[config.mk]
export PLATFORM = sky130hd
export DESIGN_NAME = humidity_temperature_compensation
export DESIGN_NICKNAME = d
export VERILOG_FILES = /design/src/htc_pkg.sv /design/src/humidity_temperature_compensation.sv
export SDC_FILE = /design/constraint.sdc
export NUM_CORES = 2
export LEC_CHECK = 0
export BUFFER_PORTS_ARGS = -buffer_cell sky130_fd_sc_hd__buf_4
export CAP_MARGIN = 20
export CORE_UTILIZATION = 29
export CTS_CLUSTER_DIAMETER = 100
export CTS_CLUSTER_SIZE = 10
export DETAILED_ROUTE_END_ITERATION = 10
export PLACE_DENSITY = 0.4
export SLEW_MARGIN = 20
export SYNTH_ARGS = -nofsm -noshare
export SYNTH_HDL_FRONTEND = slang
export SYNTH_SLANG_ARGS = --single-unit
[constraint.sdc]
create_clock -name clk -period 7.75 [get_ports clk]
set_input_delay 0.775 -clock clk [delete_from_list [all_inputs] [get_ports clk]]
set_output_delay 0.775 -clock clk [all_outputs]
set_load 0.03 [all_outputs]
[src/htc_pkg.sv]
// ----------------------------------------------------------------------------
// htc_pkg: shared types and constants for humidity/temperature compensation
// Fixed-point constants, stage payload structs and decimal digit helpers.
// ----------------------------------------------------------------------------
package htc_pkg;

  localparam int NUM_STAGES = 7;

  // Offset register reset: minus forty degrees in hundredths
  localparam logic signed [13:0] TEMP_OFFSET_RESET = -14'sd4000;

  localparam logic [13:0] ERROR_TENTHS  = 14'd9999;
  localparam logic [13:0] HUMI_CLAMP_HI = 14'd1000;
  localparam logic [13:0] HUMI_CLAMP_LO = 14'd1;

  // Humidity is carried in units of 1e-7 %RH
  localparam logic signed [15:0] TEMP_REF_CENTI  = 16'sd2500;
  localparam logic [15:0]        HUMI_SLOPE_BASE = 16'd1000;
  localparam logic [18:0]        LIN_COEF        = 19'd405000;
  localparam logic signed [35:0] LIN_OFFSET      = 36'sd40000000;
  localparam logic signed [35:0] HUMI_MAX        = 36'sd1000000000;
  localparam logic signed [35:0] HUMI_MIN        = 36'sd1000000;
  localparam logic [19:0]        HUMI_TENTH      = 20'd1000000;
  localparam logic [20:0]        HUMI_RECIP      = 21'd1099511;  // floor(2^40 / 1e6)

  // Reciprocals for small divisors, exact below 10000
  localparam logic [15:0] RECIP_10   = 16'd52429;  // >> 19
  localparam logic [13:0] RECIP_100  = 14'd10486;  // >> 20
  localparam logic [13:0] RECIP_1000 = 14'd8389;   // >> 23

  typedef struct packed {
    logic [3:0]  q1000;
    logic [6:0]  q100;
    logic [9:0]  q10;
    logic [13:0] x;
  } dquot_t;

  typedef struct packed {
    logic [3:0] thou;
    logic [3:0] hund;
    logic [3:0] tens;
    logic [3:0] units;
  } digits_t;

  typedef struct packed {
    logic               err;
    logic [11:0]        h;
    logic signed [15:0] tc;
    logic signed [15:0] tcm;
    logic [15:0]        hw;
  } s1_t;

  typedef struct packed {
    logic               err;
    logic               tneg;
    logic [23:0]        hsq;
    logic [30:0]        p1;
    logic signed [32:0] comp;
    logic [30:0]        tq;
  } s2_t;

  typedef struct packed {
    logic               err;
    logic signed [35:0] v;
    logic signed [14:0] temp;
    logic [13:0]        tabs;
  } s3_t;

  typedef struct packed {
    logic               err;
    logic               big;
    logic               small_v;
    logic [29:0]        v30;
    logic [10:0]        q0;
    logic signed [14:0] temp;
    dquot_t             tq;
  } s4_t;

  typedef struct packed {
    logic signed [14:0] temp;
    logic [13:0]        humi;
    digits_t            tdig;
  } s5_t;

  typedef struct packed {
    logic signed [14:0] temp;
    logic [13:0]        humi;
    digits_t            tdig;
    dquot_t             hq;
  } s6_t;

  typedef struct packed {
    logic signed [14:0] temp;
    logic [13:0]        humi;
    digits_t            tdig;
    digits_t            hdig;
  } s7_t;

  // Quotients by 1000, 100 and 10, each from one constant multiply
  function automatic dquot_t digit_quot(input logic [13:0] x);
    logic [27:0] p1000;
    logic [27:0] p100;
    logic [29:0] p10;
    dquot_t      q;
    p1000   = x * RECIP_1000;
    p100    = x * RECIP_100;
    p10     = x * RECIP_10;
    q.q1000 = p1000[26:23];
    q.q100  = p100[26:20];
    q.q10   = p10[28:19];
    q.x     = x;
    return q;
  endfunction

  // Digit = quotient minus ten times the next coarser quotient
  function automatic digits_t digit_split(input dquot_t q);
    digits_t d;
    d.thou  = q.q1000;
    d.hund  = 4'(q.q100 - {q.q1000, 3'b000} - {2'b00, q.q1000, 1'b0});
    d.tens  = 4'(q.q10 - {q.q100, 3'b000} - {2'b00, q.q100, 1'b0});
    d.units = 4'(q.x - {1'b0, q.q10, 3'b000} - {3'b000, q.q10, 1'b0});
    return d;
  endfunction

endpackage

[src/humidity_temperature_compensation.sv]
// ----------------------------------------------------------------------------
// humidity_temperature_compensation: sensor reading to tenths and digits
// Temperature = ticks/100 + offset, humidity = quadratic in ticks with
// temperature compensation, clamped 0.1..100 %RH, both split into digits.
// ----------------------------------------------------------------------------
//
//  channel | ports                        | carries
//  --------+------------------------------+-----------------------------------
//  in      | in_tvalid/in_tready/tdata/tuser | raw humidity, temperature, error
//  out     | out_tvalid/out_tready/tdata  | tenths and eight decimal digits
//  cfg     | cfg_we/cfg_wdata             | temperature offset, hundredths
//
// Seven-stage pipeline, one item per cycle while out_tready is high. An accepted
// item passes stage registers s1_r to s7_r in order; out_tvalid is stage 7's valid bit.
// Stage depth is set by one multiply (humidity products, /1e6 reciprocal,
// digit reciprocals) or one wide add per stage.
// Each stage holds a valid bit; a stage loads when it is empty or the one
// after it moves, so bubbles collapse under out_tready low and nothing drops.
// rst_n (synchronous) clears the valid bits and loads the offset to -40.00.
// Offset writes take effect for items accepted after the write.

module humidity_temperature_compensation (
  input  logic        clk,
  input  logic        rst_n,
  // in_tdata: raw_humidity[11:0], raw_temperature[25:12], zero fill [31:26]
  input  logic        in_tvalid,
  output logic        in_tready,
  input  logic [31:0] in_tdata,
  // in_tuser: sensor_error[0]
  input  logic        in_tuser,
  // out_tdata: temp_tenths[14:0], humi_tenths[28:15],
  //   temp_digit_thousands[32:29], temp_digit_hundreds[36:33],
  //   temp_digit_tens[40:37], temp_digit_units[44:41],
  //   humi_digit_thousands[48:45], humi_digit_hundreds[52:49],
  //   humi_digit_tens[56:53], humi_digit_units[60:57], zero fill [63:61]
  output logic        out_tvalid,
  input  logic        out_tready,
  output logic [63:0] out_tdata,
  input  logic        cfg_we,
  input  logic [13:0] cfg_wdata
);

  localparam int NS = htc_pkg::NUM_STAGES;

  logic [13:0]    off_r, off_nxt;
  logic [NS:1]    vld_r, vld_nxt;
  logic [NS+1:1]  rdy;

  htc_pkg::s1_t s1_r, s1_nxt;
  htc_pkg::s2_t s2_r, s2_nxt;
  htc_pkg::s3_t s3_r, s3_nxt;
  htc_pkg::s4_t s4_r, s4_nxt;
  htc_pkg::s5_t s5_r, s5_nxt;
  htc_pkg::s6_t s6_r, s6_nxt;
  htc_pkg::s7_t s7_r, s7_nxt;

  // ---------------- offset register ----------------
  assign off_nxt = cfg_we ? cfg_wdata : off_r;

  always_ff @(posedge clk) begin
    if (!rst_n) begin
      off_r <= htc_pkg::TEMP_OFFSET_RESET;
    end else begin
      off_r <= off_nxt;
    end
  end

  // ---------------- pipeline control ----------------
  // A stage may load when empty or when its successor loads.
  always_comb begin
    rdy[NS+1] = out_tready;
    for (int i = NS; i >= 1; i--) begin
      rdy[i] = !vld_r[i] || rdy[i+1];
    end
  end

  always_comb begin
    vld_nxt[1] = rdy[1] ? in_tvalid : vld_r[1];
    for (int i = 2; i <= NS; i++) begin
      vld_nxt[i] = rdy[i] ? vld_r[i-1] : vld_r[i];
    end
  end

  always_ff @(posedge clk) begin
    if (!rst_n) begin
      vld_r <= '0;
    end else begin
      vld_r <= vld_nxt;
    end
  end

  assign in_tready  = rdy[1];
  assign out_tvalid = vld_r[NS];

  // ---------------- stage 1: temperature in hundredths ----------------
  always_comb begin
    logic signed [15:0] off_ext;
    off_ext    = $signed({{2{off_r[13]}}, off_r});
    s1_nxt.err = in_tuser;
    s1_nxt.h   = in_tdata[11:0];
    s1_nxt.tc  = $signed({2'b00, in_tdata[25:12]}) + off_ext;
    s1_nxt.tcm = s1_nxt.tc - htc_pkg::TEMP_REF_CENTI;
    s1_nxt.hw  = htc_pkg::HUMI_SLOPE_BASE + {1'b0, in_tdata[11:0], 3'b000};
  end

  // ---------------- stage 2: products ----------------
  always_comb begin
    logic [15:0]        tmag;
    logic signed [32:0] comp_w;
    logic signed [16:0] hw_s;
    hw_s        = $signed({1'b0, s1_r.hw});
    comp_w      = s1_r.tcm * hw_s;
    tmag        = s1_r.tc[15] ? 16'(-s1_r.tc) : 16'(s1_r.tc);
    s2_nxt.err  = s1_r.err;
    s2_nxt.tneg = s1_r.tc[15];
    s2_nxt.hsq  = s1_r.h * s1_r.h;
    s2_nxt.p1   = s1_r.h * htc_pkg::LIN_COEF;
    s2_nxt.comp = comp_w;
    s2_nxt.tq   = tmag[14:0] * htc_pkg::RECIP_10;  // |tc| / 10 in [30:19]
  end

  // ---------------- stage 3: humidity sum, signed temperature ----------------
  always_comb begin
    logic [28:0]        h28;
    logic [11:0]        tq;
    logic signed [14:0] tq_s;
    h28  = {s2_r.hsq, 5'b00000} - {3'b000, s2_r.hsq, 2'b00};
    tq   = s2_r.tq[30:19];
    tq_s = $signed({3'b000, tq});
    s3_nxt.err  = s2_r.err;
    s3_nxt.v    = $signed({5'b00000, s2_r.p1}) - $signed({7'b0000000, h28})
                  - htc_pkg::LIN_OFFSET + $signed({{3{s2_r.comp[32]}}, s2_r.comp});
    s3_nxt.temp = s2_r.err  ? $signed({1'b0, htc_pkg::ERROR_TENTHS}) :
                  s2_r.tneg ? -tq_s : tq_s;
    s3_nxt.tabs = s2_r.err ? htc_pkg::ERROR_TENTHS : {2'b00, tq};
  end

  // ---------------- stage 4: clamp flags, /1e6 estimate ----------------
  always_comb begin
    logic [50:0] prod;
    prod           = s3_r.v[29:0] * htc_pkg::HUMI_RECIP;
    s4_nxt.err     = s3_r.err;
    s4_nxt.big     = s3_r.v > htc_pkg::HUMI_MAX;
    s4_nxt.small_v = s3_r.v < htc_pkg::HUMI_MIN;
    s4_nxt.v30     = s3_r.v[29:0];
    s4_nxt.q0      = prod[50:40];  // exact quotient or one below
    s4_nxt.temp    = s3_r.temp;
    s4_nxt.tq      = htc_pkg::digit_quot(s3_r.tabs);
  end

  // ---------------- stage 5: quotient correction, humidity tenths ----------------
  always_comb begin
    logic [30:0] qm;
    logic [30:0] rem;
    logic [10:0] hq;
    qm  = s4_r.q0 * htc_pkg::HUMI_TENTH;
    rem = {1'b0, s4_r.v30} - qm;
    hq  = (rem >= 31'(htc_pkg::HUMI_TENTH)) ? s4_r.q0 + 11'd1 : s4_r.q0;
    s5_nxt.temp = s4_r.temp;
    priority if (s4_r.err) begin
      s5_nxt.humi = htc_pkg::ERROR_TENTHS;
    end else if (s4_r.big) begin
      s5_nxt.humi = htc_pkg::HUMI_CLAMP_HI;
    end else if (s4_r.small_v) begin
      s5_nxt.humi = htc_pkg::HUMI_CLAMP_LO;
    end else begin
      s5_nxt.humi = {3'b000, hq};
    end
    s5_nxt.tdig = htc_pkg::digit_split(s4_r.tq);
  end

  // ---------------- stage 6: humidity digit quotients ----------------
  always_comb begin
    s6_nxt.temp = s5_r.temp;
    s6_nxt.humi = s5_r.humi;
    s6_nxt.tdig = s5_r.tdig;
    s6_nxt.hq   = htc_pkg::digit_quot(s5_r.humi);
  end

  // ---------------- stage 7: output register ----------------
  always_comb begin
    s7_nxt.temp = s6_r.temp;
    s7_nxt.humi = s6_r.humi;
    s7_nxt.tdig = s6_r.tdig;
    s7_nxt.hdig = htc_pkg::digit_split(s6_r.hq);
  end

  // Payload registers, no reset
  always_ff @(posedge clk) begin
    if (rdy[1]) begin
      s1_r <= s1_nxt;
    end
    if (rdy[2]) begin
      s2_r <= s2_nxt;
    end
    if (rdy[3]) begin
      s3_r <= s3_nxt;
    end
    if (rdy[4]) begin
      s4_r <= s4_nxt;
    end
    if (rdy[5]) begin
      s5_r <= s5_nxt;
    end
    if (rdy[6]) begin
      s6_r <= s6_nxt;
    end
    if (rdy[7]) begin
      s7_r <= s7_nxt;
    end
  end

  assign out_tdata = {3'b000,
                      s7_r.hdig.units, s7_r.hdig.tens, s7_r.hdig.hund, s7_r.hdig.thou,
                      s7_r.tdig.units, s7_r.tdig.tens, s7_r.tdig.hund, s7_r.tdig.thou,
                      s7_r.humi, s7_r.temp};

endmodule

==> run metrics <==
status=finished, final reports clean; synthesized instance count=6260; Syn-to-layout area delta=10.73%; gr usage total=0.1473; clk slew on worst S/H paths=0.06 ns; clk_skew=0.02741 ns; CTS tree=yes; startpoint types=flip-flop; core area=0.2225 mm²; RSZ-0062 raised after global routing=no; drt pass-1 iters=5; r2r startpoint=s1_r[33]; initial DRC count=1506; FF+latch count, synth=452; YS warnings=0; Post-synth EDFFs=431; async set-or-reset flop fraction in the synthesized netlist=0; Total Wirelength=161000 µm; Top FF cell, synth=edfxtp_1; largest net degree at the start of global routing=68; final setup violation count=0; most frequent cell after synthesis=inv_1; post-synth top area share=0.2571; Critical Path AT=7.96 ns; syn_area_per_cell=10.39 µm²; Clock H-tree levels=2; placed wire-length estimate=138500 µm; DRC Markers=0; GPL Wtd Cong=0.8144; Setup crit end kind=flip-flop; first-pass GRT wire length=258200 µm; antenna violation net count after detailed routing=0; Hold Path Class=in -> reg; CP delay by family, top=adder cells; worst-path fanout max=3; initial antenna violation count=5; min Tclk post-route=7.392 ns; Initial Utilization=0.2922; slowest stage delay, CP=0.62 ns; Crit path top cell by count=fa_1; largest area contributor in the netlist=fa_1; slowest library cell on the worst path=fa_2; post-synthesis cell area=0.06501 mm²; clock buffer depth=3; Vias=41661; top cells by count, synth=inv_1 (1604), ha_1 (1294), fa_1 (835), edfxtp_1 (431), nand2_1 (292); WL met1=75050 µm; Max Used Layer=met4; Vias/cell=4.389; Slew Viols, Final=0; die area=0.2261 mm²; io pins=118; I/O Buffers=106; clock root buffer=clkbuf_16; Sink Count=452; met2 wire len=77710 µm; Seq/Total Area, Yosys=0.2055; Final period util=0.9538; Fin. Hold Viols=0; Max Clk Rate=0.1353 GHz; WL per Instance=16.96 µm; Distinct cells, synth=82; Crit Path Category=reg -> reg; Clock Latency Late Sink=0.71 ns; Met3 Routed Length=3588 µm; largest cells by area after synthesis=fa_1 (26%), ha_1 (25%), edfxtp_1 (20%); CP bufs+invs=1; layout cells sized above 1=0.05404; Worst Setup SP=s1_r[33]; Die H=475.5 µm; Setup TNS=0 ns; Die W=475.5 µm; # rows=173; critical path cell sequence=inv_1 -> ha_1 -> nand3b_1 -> or4_4 -> o41ai_4 -> xnor2_2 -> ha_1 -> fa_2 -> fa_1 -> fa_1 -> fa_1 -> fa_1 -> ha_1 -> and4_1 -> a31o_1 -> a21oi_1 -> o21ai_1 -> or3_1 -> a31oi_2 -> o32ai_1 -> o41a_1 -> or4_1 -> nand3_1; Num CTS Buffers=59; worst path required time=8.32 ns; maxcap violations=0; Slew Limit Headroom=0.3522; Overflow after GRT=0; vias in the first global route=45692; Worst-Margin Slew=0.9717 ns; Hold Crit Start=in_tdata[1]; # nets final=8666
final timing paths:
check	end	cells after the start	slack (ns)
setup / recovery	s2_r[30]	23	0.36
setup reg to reg	s2_r[30]	23	0.36
hold reg to reg	s6_r[50]	0	0.40
hold / removal	s1_r[49]	1	0.28
state kept, by name, summed over array words and instances (netlist names):
signal     flops
out_tdata     58
vld_r          7
s2_r          94
s1_r          56
s3_r          59
s5_r          43
s4_r          67
off_r         14
s6_r          54
per-layer routing:
layer,vias to the layer above,GRT usage
met5,-,0
met4,0,0.04135
met3,158,0.01442
met2,393,0.2567
met1,20374,0.1925
li1,20736,-
cells in the final DEF (no fill, tap or decap), types with 21 or more instances in the layout:
| cell | netlist | routed |
|---|---|---|
| ha_1 | 1294 | 1293 |
| o21bai_1 | 28 | 28 |
| nor2b_1 | 54 | 54 |
| edfxtp_1 | 431 | 431 |
| nand2b_1 | 43 | 43 |
| a21oi_1 | 216 | 215 |
| a31oi_1 | 22 | 21 |
| xnor2_1 | 200 | 199 |
| nand2_1 | 292 | 289 |
| nand3_1 | 56 | 56 |
| and3_1 | 34 | 34 |
| a211oi_1 | 35 | 35 |
| o21a_1 | 57 | 57 |
| a21o_1 | 90 | 90 |
| nand4_1 | 28 | 28 |
| xor2_1 | 105 | 105 |
| inv_1 | 1604 | 1599 |
| nor3_1 | 58 | 57 |
| o21ai_0 | 127 | 127 |
| dfxtp_1 | 21 | 21 |
| clkbuf_16 | 0 | 59 |
| and2_1 | 121 | 121 |
| buf_4 | 6 | 218 |
| fa_1 | 835 | 834 |
| or2_2 | 28 | 28 |
| nor2_1 | 166 | 166 |
| or3_1 | 26 | 26 |
per-stage QoR:
step	instances	hold WS, ns	area, µm²	worst slack (ns)	utilization
3_5_place_dp	9391	0.4045	70090	0.06236	0.3150
4_1_cts	9481	0.2106	71860	0.04892	0.3229
2_1_floorplan	6264	0.4003	65030	0.4660	-
3_3_place_gp	9391	0.4039	70090	0.1301	0.3150
6_report	9493	0.2793	71990	0.3583	0.3235
5_1_grt	9493	0.2475	71990	0.01313	0.3235
logic make-up (layout without fill, tap and decap cells):
group,Yosys count,in the layout,synth area share
fa+ha+maj,2129,2129,0.5062
buf+inv,1662,1912,0.09642
simple gates,950,950,0.07263
compound gates,741,741,0.07498
flops,452,452,0.2055
xor+xnor,305,305,0.04109
mux,20,20,0.003118
other cells,1,9,0.00005768
area by class of cell:
type	count	area, µm²
fillers	23126	150500
well taps	2975	3722
multi-input cells	4150	45470
clock buffers	72	1525
repair buffers	218	1637
clock inverters	18	236.5
inverters	1604	6023
flip-flops and latches	452	13360
diodes	4	10.01
worst register-to-register path, cell delays in order, from the launching register on:
cell	delay, ns
edfxtp_1	0.38
inv_1	0.10
ha_1	0.19
nand3b_1	0.13
or4_4	0.47
o41ai_4	0.35
xnor2_2	0.14
ha_1	0.36
fa_2	0.62
fa_1	0.42
fa_1	0.52
fa_1	0.52
fa_1	0.49
ha_1	0.33
and4_1	0.19
a31o_1	0.21
a21oi_1	0.13
o21ai_1	0.09
or3_1	0.32
a31oi_2	0.20
o32ai_1	0.16
o41a_1	0.36
or4_1	0.47
nand3_1	0.10
timing repair:
item,in CTS,in global routing
resized for setup,0,10
buffers inserted,0,8
setup endpoints to repair,0,8
endpoints found under the hold margin,0,0
hold buffers,0,0
Power is left out: the tool's default activity adds up to more than one toggle a clock period on the data nets, which glitch-free logic cannot reach.
